===== src/u8d_pkg.sv =====
// shared types and constants for the utf-8 stream decoder
`timescale 1ns / 1ps

package u8d_pkg;

    localparam int BYTE_W  = 8;
    localparam int CP_W    = 21;
    localparam int CNT_W   = 2;
    localparam int TDATA_W = 24;

    localparam logic [CP_W-1:0] CP_REPLACEMENT = CP_W'(16'hFFFD);

    // lead byte masks and patterns
    localparam logic [BYTE_W-1:0] LEAD2_MASK = 8'hE0;
    localparam logic [BYTE_W-1:0] LEAD2_PAT  = 8'hC0;
    localparam logic [BYTE_W-1:0] LEAD3_MASK = 8'hF0;
    localparam logic [BYTE_W-1:0] LEAD3_PAT  = 8'hE0;
    localparam logic [BYTE_W-1:0] LEAD4_MASK = 8'hF8;
    localparam logic [BYTE_W-1:0] LEAD4_PAT  = 8'hF0;
    localparam logic [BYTE_W-1:0] CONT_MASK  = 8'hC0;
    localparam logic [BYTE_W-1:0] CONT_PAT   = 8'h80;

    // payload masks
    localparam logic [BYTE_W-1:0] LEAD2_BITS = 8'h1F;
    localparam logic [BYTE_W-1:0] LEAD3_BITS = 8'h0F;
    localparam logic [BYTE_W-1:0] LEAD4_BITS = 8'h07;
    localparam logic [BYTE_W-1:0] CONT_BITS  = 8'h3F;

    // continuation counts opened by each lead form
    localparam logic [CNT_W-1:0] CNT_NONE = 2'd0;
    localparam logic [CNT_W-1:0] CNT_TWO  = 2'd1;
    localparam logic [CNT_W-1:0] CNT_THREE = 2'd2;
    localparam logic [CNT_W-1:0] CNT_FOUR = 2'd3;

    typedef enum logic [1:0] {
        ST_VALID     = 2'd0,
        ST_BAD_LEAD  = 2'd1,
        ST_MALFORMED = 2'd2,
        ST_TRUNCATED = 2'd3
    } status_t;

    typedef struct packed {
        logic            valid;
        logic [CP_W-1:0] code_point;
        status_t         status;
        logic            end_of_buffer;
    } result_t;

endpackage


===== src/u8d_core.sv =====
// decode state and per-byte decode logic
`timescale 1ns / 1ps

module u8d_core
(
    input  logic                          clk,
    input  logic                          rst_n,
    input  logic                          fire,
    input  logic [u8d_pkg::BYTE_W-1:0]    byte_value,
    input  logic                          last_byte,
    output u8d_pkg::result_t              result
);
    import u8d_pkg::*;

    logic [CNT_W-1:0] bytes_remaining_reg, bytes_remaining_next;
    logic [CP_W-1:0]  value_acc_reg, value_acc_next;
    logic             broken_reg, broken_next;

    logic             is_cont;
    logic [CP_W-1:0]  acc_step;
    logic             broken_step;
    logic [CNT_W-1:0] cnt_step;

    // continuation step values
    always_comb
    begin
        is_cont     = !broken_reg && ((byte_value & CONT_MASK) == CONT_PAT);
        acc_step    = is_cont ? {value_acc_reg[CP_W-7:0], byte_value[5:0]} : value_acc_reg;
        broken_step = broken_reg | !is_cont;
        cnt_step    = bytes_remaining_reg - CNT_W'(1);
    end

    // decode one byte
    always_comb
    begin
        bytes_remaining_next = bytes_remaining_reg;
        value_acc_next       = value_acc_reg;
        broken_next          = broken_reg;
        result.valid         = 1'b0;
        result.code_point    = '0;
        result.status        = ST_VALID;
        result.end_of_buffer = last_byte;

        if (bytes_remaining_reg == CNT_NONE)
        begin
            broken_next = 1'b0;
            if (!byte_value[BYTE_W-1])
            begin
                result.valid      = 1'b1;
                result.code_point = CP_W'(byte_value);
            end
            else if ((byte_value & LEAD2_MASK) == LEAD2_PAT)
            begin
                value_acc_next       = CP_W'(byte_value & LEAD2_BITS);
                bytes_remaining_next = CNT_TWO;
            end
            else if ((byte_value & LEAD3_MASK) == LEAD3_PAT)
            begin
                value_acc_next       = CP_W'(byte_value & LEAD3_BITS);
                bytes_remaining_next = CNT_THREE;
            end
            else if ((byte_value & LEAD4_MASK) == LEAD4_PAT)
            begin
                value_acc_next       = CP_W'(byte_value & LEAD4_BITS);
                bytes_remaining_next = CNT_FOUR;
            end
            else
            begin
                result.valid      = 1'b1;
                result.code_point = CP_REPLACEMENT;
                result.status     = ST_BAD_LEAD;
            end
            // lead byte cut off by end of buffer
            if (!result.valid && last_byte)
            begin
                result.valid  = 1'b1;
                result.status = ST_TRUNCATED;
            end
        end
        else
        begin
            value_acc_next       = acc_step;
            broken_next          = broken_step;
            bytes_remaining_next = cnt_step;
            if (cnt_step == CNT_NONE)
            begin
                result.valid      = 1'b1;
                result.code_point = acc_step;
                result.status     = broken_step ? ST_MALFORMED : ST_VALID;
            end
            else if (last_byte)
            begin
                result.valid  = 1'b1;
                result.status = ST_TRUNCATED;
            end
        end

        // any result closes the sequence
        if (result.valid)
        begin
            bytes_remaining_next = CNT_NONE;
            value_acc_next       = '0;
            broken_next          = 1'b0;
        end
    end

    // state registers
    always_ff @(posedge clk or negedge rst_n)
    begin
        if (!rst_n)
        begin
            bytes_remaining_reg <= CNT_NONE;
            value_acc_reg       <= '0;
            broken_reg          <= 1'b0;
        end
        else if (fire)
        begin
            bytes_remaining_reg <= bytes_remaining_next;
            value_acc_reg       <= value_acc_next;
            broken_reg          <= broken_next;
        end
    end

    // a buffer boundary leaves no sequence open
    a_clear_at_end: assert property (@(posedge clk) disable iff (!rst_n)
        fire && last_byte |=> bytes_remaining_reg == CNT_NONE && !broken_reg)
        else $error("sequence state survived end of buffer");

    // truncation never carries partial bits
    a_trunc_zero: assert property (@(posedge clk) disable iff (!rst_n)
        result.valid && result.status == ST_TRUNCATED |-> result.code_point == '0)
        else $error("truncated result with nonzero code point");

    // bad lead only outside an open sequence
    a_bad_lead_idle: assert property (@(posedge clk) disable iff (!rst_n)
        result.valid && result.status == ST_BAD_LEAD |-> bytes_remaining_reg == CNT_NONE)
        else $error("bad lead reported inside a sequence");

    // malformed result only closes a sequence
    a_malformed_src: assert property (@(posedge clk) disable iff (!rst_n)
        result.valid && result.status == ST_MALFORMED |-> bytes_remaining_reg != CNT_NONE)
        else $error("malformed result without open sequence");

endmodule


===== src/u8d_out_reg.sv =====
// result register toward the output stream
`timescale 1ns / 1ps

module u8d_out_reg
(
    input  logic                              clk,
    input  logic                              rst_n,
    input  logic                              load,
    input  u8d_pkg::result_t                  result,
    output logic                              can_load,
    output logic                              m_axis_tvalid,
    input  logic                              m_axis_tready,
    output logic [u8d_pkg::TDATA_W-1:0]       m_axis_tdata,  // code_point [20:0], zero fill
    output logic [1:0]                        m_axis_tuser,  // status [1:0]
    output logic                              m_axis_tlast
);
    import u8d_pkg::*;

    logic            valid_reg;
    logic [CP_W-1:0] cp_reg;
    status_t         status_reg;
    logic            eob_reg;

    // register is free when empty or being drained this cycle
    assign can_load = !valid_reg || m_axis_tready;

    always_ff @(posedge clk or negedge rst_n)
    begin
        if (!rst_n)
        begin
            valid_reg <= 1'b0;
        end
        else if (can_load)
        begin
            valid_reg <= load;
        end
    end

    // payload
    always_ff @(posedge clk)
    begin
        if (can_load && load)
        begin
            cp_reg     <= result.code_point;
            status_reg <= result.status;
            eob_reg    <= result.end_of_buffer;
        end
    end

    assign m_axis_tvalid = valid_reg;
    assign m_axis_tdata  = TDATA_W'(cp_reg);
    assign m_axis_tuser  = status_reg;
    assign m_axis_tlast  = eob_reg;

endmodule


===== src/utf8_stream_decoder.sv =====
// top level of the utf-8 stream decoder
`timescale 1ns / 1ps

// Decodes a byte stream of UTF-8 into code points.
// Input stream: one byte per item on s_axis_tdata, s_axis_tlast marks the
// final byte of a buffer. Output stream: code point on m_axis_tdata[20:0],
// status on m_axis_tuser (0 valid, 1 bad lead, 2 malformed, 3 truncated),
// m_axis_tlast set when the result came from the final byte of a buffer.
// Lead and inner continuation bytes give no result; the closing byte of a
// sequence, an ASCII byte, a bad lead or a cut-off sequence gives one.
// Throughput: one byte per cycle while the receiver takes results. The decode is one short level
// of logic between an input register and a result register.
// A closing byte is accepted into the input register, decoded there, and its
// result is loaded into the result register that drives the output stream.
// Reset clears both registers and the open sequence state; the stream
// starts a new buffer. When the receiver stalls, the result register holds
// its item, the input register fills behind it and s_axis_tready drops;
// nothing is lost or repeated. The byte after a tlast byte always starts
// a fresh buffer.
module utf8_stream_decoder
(
    input  logic                          clk,
    input  logic                          rst_n,
    input  logic                          s_axis_tvalid,
    output logic                          s_axis_tready,
    input  logic [7:0]                    s_axis_tdata,  // byte_value [7:0]
    input  logic                          s_axis_tlast,
    output logic                          m_axis_tvalid,
    input  logic                          m_axis_tready,
    output logic [u8d_pkg::TDATA_W-1:0]   m_axis_tdata,  // code_point [20:0], zero fill
    output logic [1:0]                    m_axis_tuser,  // status [1:0]
    output logic                          m_axis_tlast
);
    import u8d_pkg::*;

    logic              in_valid_reg;
    logic [BYTE_W-1:0] in_byte_reg;
    logic              in_last_reg;
    logic              advance;
    logic              out_can_load;
    result_t           result;

    // held byte moves on unless its result would hit a full output
    assign advance       = in_valid_reg && (!result.valid || out_can_load);
    assign s_axis_tready = !in_valid_reg || advance;

    // input register
    always_ff @(posedge clk or negedge rst_n)
    begin
        if (!rst_n)
        begin
            in_valid_reg <= 1'b0;
        end
        else if (s_axis_tready)
        begin
            in_valid_reg <= s_axis_tvalid;
        end
    end

    always_ff @(posedge clk)
    begin
        if (s_axis_tready && s_axis_tvalid)
        begin
            in_byte_reg <= s_axis_tdata;
            in_last_reg <= s_axis_tlast;
        end
    end

    u8d_core u_core
    (
        .clk        (clk),
        .rst_n      (rst_n),
        .fire       (advance),
        .byte_value (in_byte_reg),
        .last_byte  (in_last_reg),
        .result     (result)
    );

    u8d_out_reg u_out
    (
        .clk           (clk),
        .rst_n         (rst_n),
        .load          (advance && result.valid),
        .result        (result),
        .can_load      (out_can_load),
        .m_axis_tvalid (m_axis_tvalid),
        .m_axis_tready (m_axis_tready),
        .m_axis_tdata  (m_axis_tdata),
        .m_axis_tuser  (m_axis_tuser),
        .m_axis_tlast  (m_axis_tlast)
    );

    // a stalled byte stays in the input register
    a_in_hold: assert property (@(posedge clk) disable iff (!rst_n)
        in_valid_reg && !advance |=> in_valid_reg && $stable(in_byte_reg))
        else $error("input byte dropped while stalled");

    // a byte that gives a result only moves into a free output register
    a_no_overwrite: assert property (@(posedge clk) disable iff (!rst_n)
        advance && result.valid |-> !m_axis_tvalid || m_axis_tready)
        else $error("result register overwritten");

    // tlast result always ends a buffer in the input byte
    a_last_follows: assert property (@(posedge clk) disable iff (!rst_n)
        advance && result.valid |-> result.end_of_buffer == in_last_reg)
        else $error("end of buffer flag mismatch");

endmodule


===== config.mk =====
export PLATFORM = sky130hd
export DESIGN_NAME = utf8_stream_decoder
export DESIGN_NICKNAME = d
export VERILOG_FILES = /design/src/u8d_pkg.sv /design/src/u8d_core.sv /design/src/u8d_out_reg.sv /design/src/utf8_stream_decoder.sv
export SDC_FILE = /design/constraint.sdc
export NUM_CORES = 1
export LEC_CHECK = 0
export BUFFER_PORTS_ARGS = -buffer_cell sky130_fd_sc_hd__buf_4
export CAP_MARGIN = 20
export CORE_UTILIZATION = 25
export DETAILED_ROUTE_END_ITERATION = 6
export SETUP_SLACK_MARGIN = 0.2
export SYNTH_ARGS = -nofsm -noshare
export SYNTH_HDL_FRONTEND = slang
export SYNTH_SLANG_ARGS = --single-unit

===== constraint.sdc =====
create_clock -name clk -period 3.9 [get_ports clk]
set_input_delay 0.585 -clock clk [delete_from_list [all_inputs] [get_ports clk]]
set_output_delay 0.585 -clock clk [all_outputs]
set_load 0.01 [all_outputs]

**Word level (Yosys, flattened, before mapping)**

Cells that the tools add are included.

- Bits in registers: 59
- Output and inout bits: 29
- Bits of input ports: 13
- Word-level logic and storage cells: 66

- Add/sub/neg operators: 1
- Equal/unequal tests: 6
- Reduce and logical (&&, ||, !) cells: 18
- Bitwise logic cells: 1
- Multiplexer cells: 30

Operators with widths:

| kind | number |
|---|---|
| 2-to-1 mux 21 bit | 8 |
| 2-to-1 mux 24 bit | 4 |
| 2-to-1 mux 22 bit | 2 |
| 2-to-1 mux 2 bit | 11 |
| logical AND 1 bit | 6 |
| logical NOT 1 bit | 6 |
| equality test 5 bit (second input constant) | 1 |
| 2-to-1 mux 1 bit | 5 |
| inequality test 5 bit (second input constant) | 1 |
| equality test 4 bit (second input constant) | 1 |
| logical NOT 2 bit | 2 |
| equality test 3 bit (second input constant) | 1 |
| logical OR 1 bit | 3 |
| inequality test 3 bit (second input constant) | 1 |
| AND reduction 3 bit | 1 |
| equality test 2 bit (second input constant) | 1 |
| subtractor 2 x 1 -> 2 bit (second input constant) | 1 |
| OR 1 bit | 1 |

**Logic depth before layout (Yosys ltp)**

- Word-level depth: 15
- Depth in mapped cells: 6
- Mapped depth without buffers: 4

**Modules after synthesis**

Synthesis repeated with hierarchy kept, for this count alone.

- Cell total of the unflattened synthesis: 192
- Area total of the unflattened synthesis: 2597.5 µm²

Modules (own cells, without submodules):

| module | seq. area each (µm²) | instances | cells an instance | area each (µm²) |
|---|---|---|---|---|
| u8d_core | 600.6 | 1 | 144 | 1447.6 |
| u8d_out_reg | 745.7 | 1 | 32 | 800.8 |
| utf8_stream_decoder | 295.3 | 1 | 16 | 349.1 |

**Worst setup path before layout**

No wires, ideal clock.

- Kind: flip-flop to flip-flop
- Start: register in_byte_reg[5]
- End: register u_out.cp_reg[0] (enable)
- Path buffers: 1
- Data required time: 3.495 ns
- Arrival: 2.421 ns
- Clock period less this slack: 2.826 ns
- Stages on the path, launching flop included: 6
- Library setup time: 0.405 ns
- Slack: 1.074 ns
- Cell sequence: edfxtp_1 -> and3_1 -> buf_6 -> o41ai_4 -> o21ai_1 -> nor2_1

- Word-level cells in the longest chain between the ends: 15
- Elaborated cells on any way between the ends: 17
- Those cells by class: eq/ne: 3; mux: 7; reduce/logical: 7

RTL lines:

| what | RTL line | source |
|---|---|---|
| start, declared | utf8_stream_decoder.sv:37 | `logic [BYTE_W-1:0] in_byte_reg;` |
| start signal, assigned | utf8_stream_decoder.sv:64 | `in_byte_reg <= s_axis_tdata;` |
| equality test 5 bit | u8d_core.sv:62 | `else if ((byte_value & LEAD4_MASK) == LEAD4_PAT)` |
| 2-to-1 mux 24 bit | u8d_core.sv:62 |  |
| 2-to-1 mux 24 bit | u8d_core.sv:57 | `else if ((byte_value & LEAD3_MASK) == LEAD3_PAT)` |
| 2-to-1 mux 24 bit (*) | u8d_core.sv:52 | `else if ((byte_value & LEAD2_MASK) == LEAD2_PAT)` |
| 2-to-1 mux 22 bit (*) | u8d_core.sv:47 | `if (!byte_value[BYTE_W-1])` |
| 2-to-1 mux 22 bit (*) | u8d_core.sv:44 | `if (bytes_remaining_reg == CNT_NONE)` |
| logical NOT 1 bit | u8d_core.sv:74 | `if (!result.valid && last_byte)` |
| logical AND 1 bit | u8d_core.sv:74 |  |
| 2-to-1 mux 1 bit (*) | u8d_core.sv:74 |  |
| 2-to-1 mux 24 bit (*) | u8d_core.sv:44 |  |
| logical NOT 1 bit | utf8_stream_decoder.sv:44 | `assign advance = in_valid_reg && (!result.valid \|\| out_can_load);` |
| logical OR 1 bit | utf8_stream_decoder.sv:44 |  |
| logical AND 1 bit | utf8_stream_decoder.sv:44 |  |
| logical AND 1 bit (*) | utf8_stream_decoder.sv:83 | `.load (advance && result.valid),` |
| logical AND 1 bit (*) | u8d_out_reg.sv:42 | `if (can_load && load)` |
| end signal, assigned | u8d_out_reg.sv:44 | `cp_reg <= result.code_point;` |
| end, declared | u8d_out_reg.sv:20 | `logic [CP_W-1:0] cp_reg;` |

Mark *: on every way between the ends. The rest lies on a longest branch, timed or not. The select of a mux whose other input is x is not followed.
A chain may end at the register's enable or synchronous reset.

**Worst setup path in the final report**

- Start: register in_byte_reg[5]
- End: output port s_axis_tready

- Word-level cells in the longest chain between the ends: 14
- Elaborated cells on any way between the ends: 16
- Those cells by class: eq/ne: 3; mux: 7; reduce/logical: 6

RTL lines:

| what | RTL line | source |
|---|---|---|
| equality test 5 bit | u8d_core.sv:62 |  |
| 2-to-1 mux 24 bit | u8d_core.sv:62 |  |
| 2-to-1 mux 24 bit | u8d_core.sv:57 |  |
| 2-to-1 mux 24 bit (*) | u8d_core.sv:52 |  |
| 2-to-1 mux 22 bit (*) | u8d_core.sv:47 |  |
| 2-to-1 mux 22 bit (*) | u8d_core.sv:44 |  |
| logical NOT 1 bit | u8d_core.sv:74 |  |
| logical AND 1 bit | u8d_core.sv:74 |  |
| 2-to-1 mux 1 bit (*) | u8d_core.sv:74 |  |
| 2-to-1 mux 24 bit (*) | u8d_core.sv:44 |  |
| logical NOT 1 bit (*) | utf8_stream_decoder.sv:44 |  |
| logical OR 1 bit (*) | utf8_stream_decoder.sv:44 |  |
| logical AND 1 bit (*) | utf8_stream_decoder.sv:44 |  |
| logical OR 1 bit (*) | utf8_stream_decoder.sv:45 | `assign s_axis_tready = !in_valid_reg \|\| advance;` |
| end, declared | utf8_stream_decoder.sv:25 | `output logic s_axis_tready,` |

Marks and branches as above.

==> summary.md <==
| Metric | Value |
|---|---|
| Status | `finished clean` |
| EDFF count, synth | `33` |
| R2R Path End | `in_byte_reg[4]$_DFFE_PP_` |
| Async SR Flop Fraction | `~44%` |
| Final worst slack | `around 1.3 ns` |
| Global placer's final weighted congestion | `approximately 0.8` |
| Slew @ Worst Pin | `0.928 ns` |
| Switching Share | `~28%` |
| Vias in the first global route | `1765` |
| Crit-path max FO | `7` |
| Fmax | `387 MHz` |
| Clock latency on the worst-skew pair | `between 0.3 and 0.4 ns` |
| Initial DRT Pass Iterations | `4` |
| Most frequent cell after synthesis | `edfxtp_1` |
| Die X | `between 100 and 150 um` |
| Vias | `about 1700` |
| Die footprint | `10800 sq um` |
| Crit end category | `output port` |
| CTS tree | `done` |
| I/O Buffers | `38` |
| Top-level I/O count | `42` |
| Critical R2R Launch | `in_byte_reg[5]$_DFFE_PP_` |
| Worst stage delay on the critical path | `a little over 0.5 ns` |
| TNS Setup | `0 ns` |
| Total grt overflow | `0` |
| Initial Util | `a little over a quarter` |
| Syn avg cell area | `approximately 13 sq um` |
| Worst Path Class, Setup | `reg2out` |
| CTS root buffer | `clkbuf_8` |
| Slew margin rel. | `roughly 38%` |
| CP Data Required Time | `3.31 ns` |
| H-tree depth | `3` |
| Layout cells sized above 1 | `27.4%` |
| Area growth, synth to finish | `22.2%` |
| Cells after Synth | `between 150 and 200` |
| Post CTS Setup Buffer Count | `0` |
| Distinct cells, synth | `40` |
| TritonCTS Sinks | `between 50 and 60` |
| # hold bufs at CTS | `0` |
| Top delay family on crit path | `simple AND/OR/NAND/NOR gates` |
| ANT nets after route | `0` |
| Antenna diode count | `0` |
| Initial antenna violation count | `0` |
| Pins Over Slew Limit | `0` |
| Fillers | `about 1000` |
| Clk slew on worst S/H paths | `~0.070 ns` |
| Synth warnings | `0` |
| Max VDD drop | `0.000149 V` |
| Synthesized cell area | `~2600 sq um` |
| Area leader, netlist | `edfxtp_1` |
| Layout net count | `245` |
| DP Worst Slack | `about 1.4 ns` |
| Max Root-Sink Buffers | `2` |
| Min-Delay Path Class | `in2async` |
| Sequential-to-total area share from yosys stat | `a little under two thirds` |
| CORE AREA | `between 9000 and 10000 sq um` |
| Synth top area share | `between 30% and 40%` |
| Cell row count | `36` |
| Period utilisation layout | `about two thirds` |
| Data arrival, critical path | `2.00 ns` |
| R2R depth | `5` |
| Most common library cells after synthesis | `edfxtp_1, dfrtp_1, a22o_1, nand2_1, o21ai_0` |
| Crit path from | `in_byte_reg[5]$_DFFE_PP_` |
| Sw Pwr | `about 0.44 mW` |
| Logic pwr share | `between 15 and 20%` |
| First-pass GRT wire length | `9280 um` |
| Reg power frac | `just under 50%` |
| Starting DRT DRC Count | `approximately 110` |
| Crit path max-delay cell type | `edfxtp_1` |
| Register bit total from synthesis | `a little under 60` |
| Wire per inst | `about 15 um` |
| Final min period | `~2.6 ns` |
| Clk network pwr share | `32.8%` |
| CTS buffer count | `9` |
| Setup Viol. Count Final | `0` |
| Chip height | `roughly 100 um` |
| Max-Cap Viols | `0` |
| Critical path buffers and inverters | `1` |
| RSZ-0062 raised after global routing | `no` |
| Post-CTS resize count | `0` |
| Clk_skew | `around 0.011 ns` |
| Static Leak | `about 1.3 nW` |
| Setup crit start kind | `flip-flop` |
| DRC violation count after routing | `0` |
| Stages on worst setup path | `5` |
| Crit path to | `s_axis_tready` |
| Avg Vias per Cell | `4.66` |
| Int Pwr | `between 1 and 1.5 mW` |
| Main synth FF type | `edfxtp_1` |
| Largest net degree at the start of global routing | `27` |
| Crit path cell chain | `and3_1 -> o41ai_4 -> nor2_1 -> nand2_1 -> buf_4` |
| Pwr/cell area | `about 500 nW/um^2` |
| Final hold violations | `0` |
| R2r setup slk | `roughly 1.4 ns` |
| DP Wirelength | `between 3000 and 4000 um` |
| Main area contributors after synthesis | `edfxtp_1, dfrtp_1, a22o_1, mux2i_1, o21ai_0` |
| Global Route Usage Sum | `11.2%` |
| Total Routed Length | `5650 um` |
-- final cells by class --
class | count | area [sq um] | share of cell area, %
clock inverters | 6 | 56.3 | 1.78
repair buffers | 41 | 308 | 9.73
clock buffers | 10 | 128 | 4.04
well taps | 133 | 166 | 5.26
flip-flops and latches | 59 | 1640 | 51.9
multi-input cells | 119 | 855 | 27.0
inverters | 2 | 7.51 | 0.237
-- metal layers --
metal	vias to the layer above	track usage, %	wire length [um]
met4	0	4.80	95
met2	43	16.8	2650
li1	814	-	-
met5	-	0	0
met3	7	3.65	252
met1	859	14.9	2650
-- through the flow --
stage          area (sq um)  power [mW]  instances  hold WS [ns]  util, %
2_1_floorplan          2590       0.965        195         0.289        -
5_1_grt                3160        1.68        370         0.150     31.9
6_report               3160        1.60        370         0.141     31.9
3_5_place_dp           2980        1.09        354         0.485     30.1
3_3_place_gp           2980        1.08        354         0.488     30.1
4_1_cts                3160        1.61        370         0.149     31.9
-- worst min path at each step --
stage	startpoint	to	slack, ns	cells past startpoint
after CTS	rst_n	u_core.value_acc_reg[17]$_DFFE_PN0P_	0.15	1
after floorplan	rst_n	in_valid_reg$_DFFE_PN0P_	0.29	0
final	rst_n	u_core.value_acc_reg[17]$_DFFE_PN0P_	0.14	1
after global placement	u_core.value_acc_reg[15]$_DFFE_PN0P_	u_core.value_acc_reg[15]$_DFFE_PN0P_	0.49	1
after detailed placement	u_core.value_acc_reg[20]$_DFFE_PN0P_	u_core.value_acc_reg[20]$_DFFE_PN0P_	0.49	1
after global routing	rst_n	u_core.value_acc_reg[11]$_DFFE_PN0P_	0.15	1
-- kinds of logic (layout without fill, tap and decap cells) --
| logic type | count (synthesis) | count (layout) | synth area share (%) |
|---|---|---|---|
| buffers and inverters | 17 | 59 | 4.11 |
| other | 1 | 3 | 0.145 |
| multiplexers | 11 | 11 | 4.30 |
| AO/OA/AOI/OAI | 66 | 66 | 20.2 |
| flip-flops | 59 | 59 | 63.4 |
| AND/OR/NAND/NOR | 39 | 39 | 7.83 |
-- power by group through the flow --
stage                     clock [mW]  combinational (mW)  sequential, mW
after floorplan                    0               0.165           0.800
after global placement             0               0.287           0.796
after detailed placement           0               0.291           0.797
after CTS                      0.533               0.291           0.785
after global routing           0.568               0.315           0.792
final                          0.524               0.289           0.784
-- layout by cell type (no fill, tap or decap), types with 2 or more instances in the layout --
master     instances
clkinv_2           3
nand2b_1           2
a221o_1            5
buf_4             41
nor3_2             2
nor3_1             3
conb_1             3
edfxtp_1          33
nand2_1           14
inv_1              2
o22ai_1            3
dfrtp_1           26
clkbuf_8           9
and2_1             2
a22o_1            18
a21o_1             4
mux2i_1           10
nor2_1             8
o21ai_0           13
o21ai_1            2
o2bb2ai_1          3
a21oi_1            7
a22oi_1            3
Power figures use the tool's default switching activity.
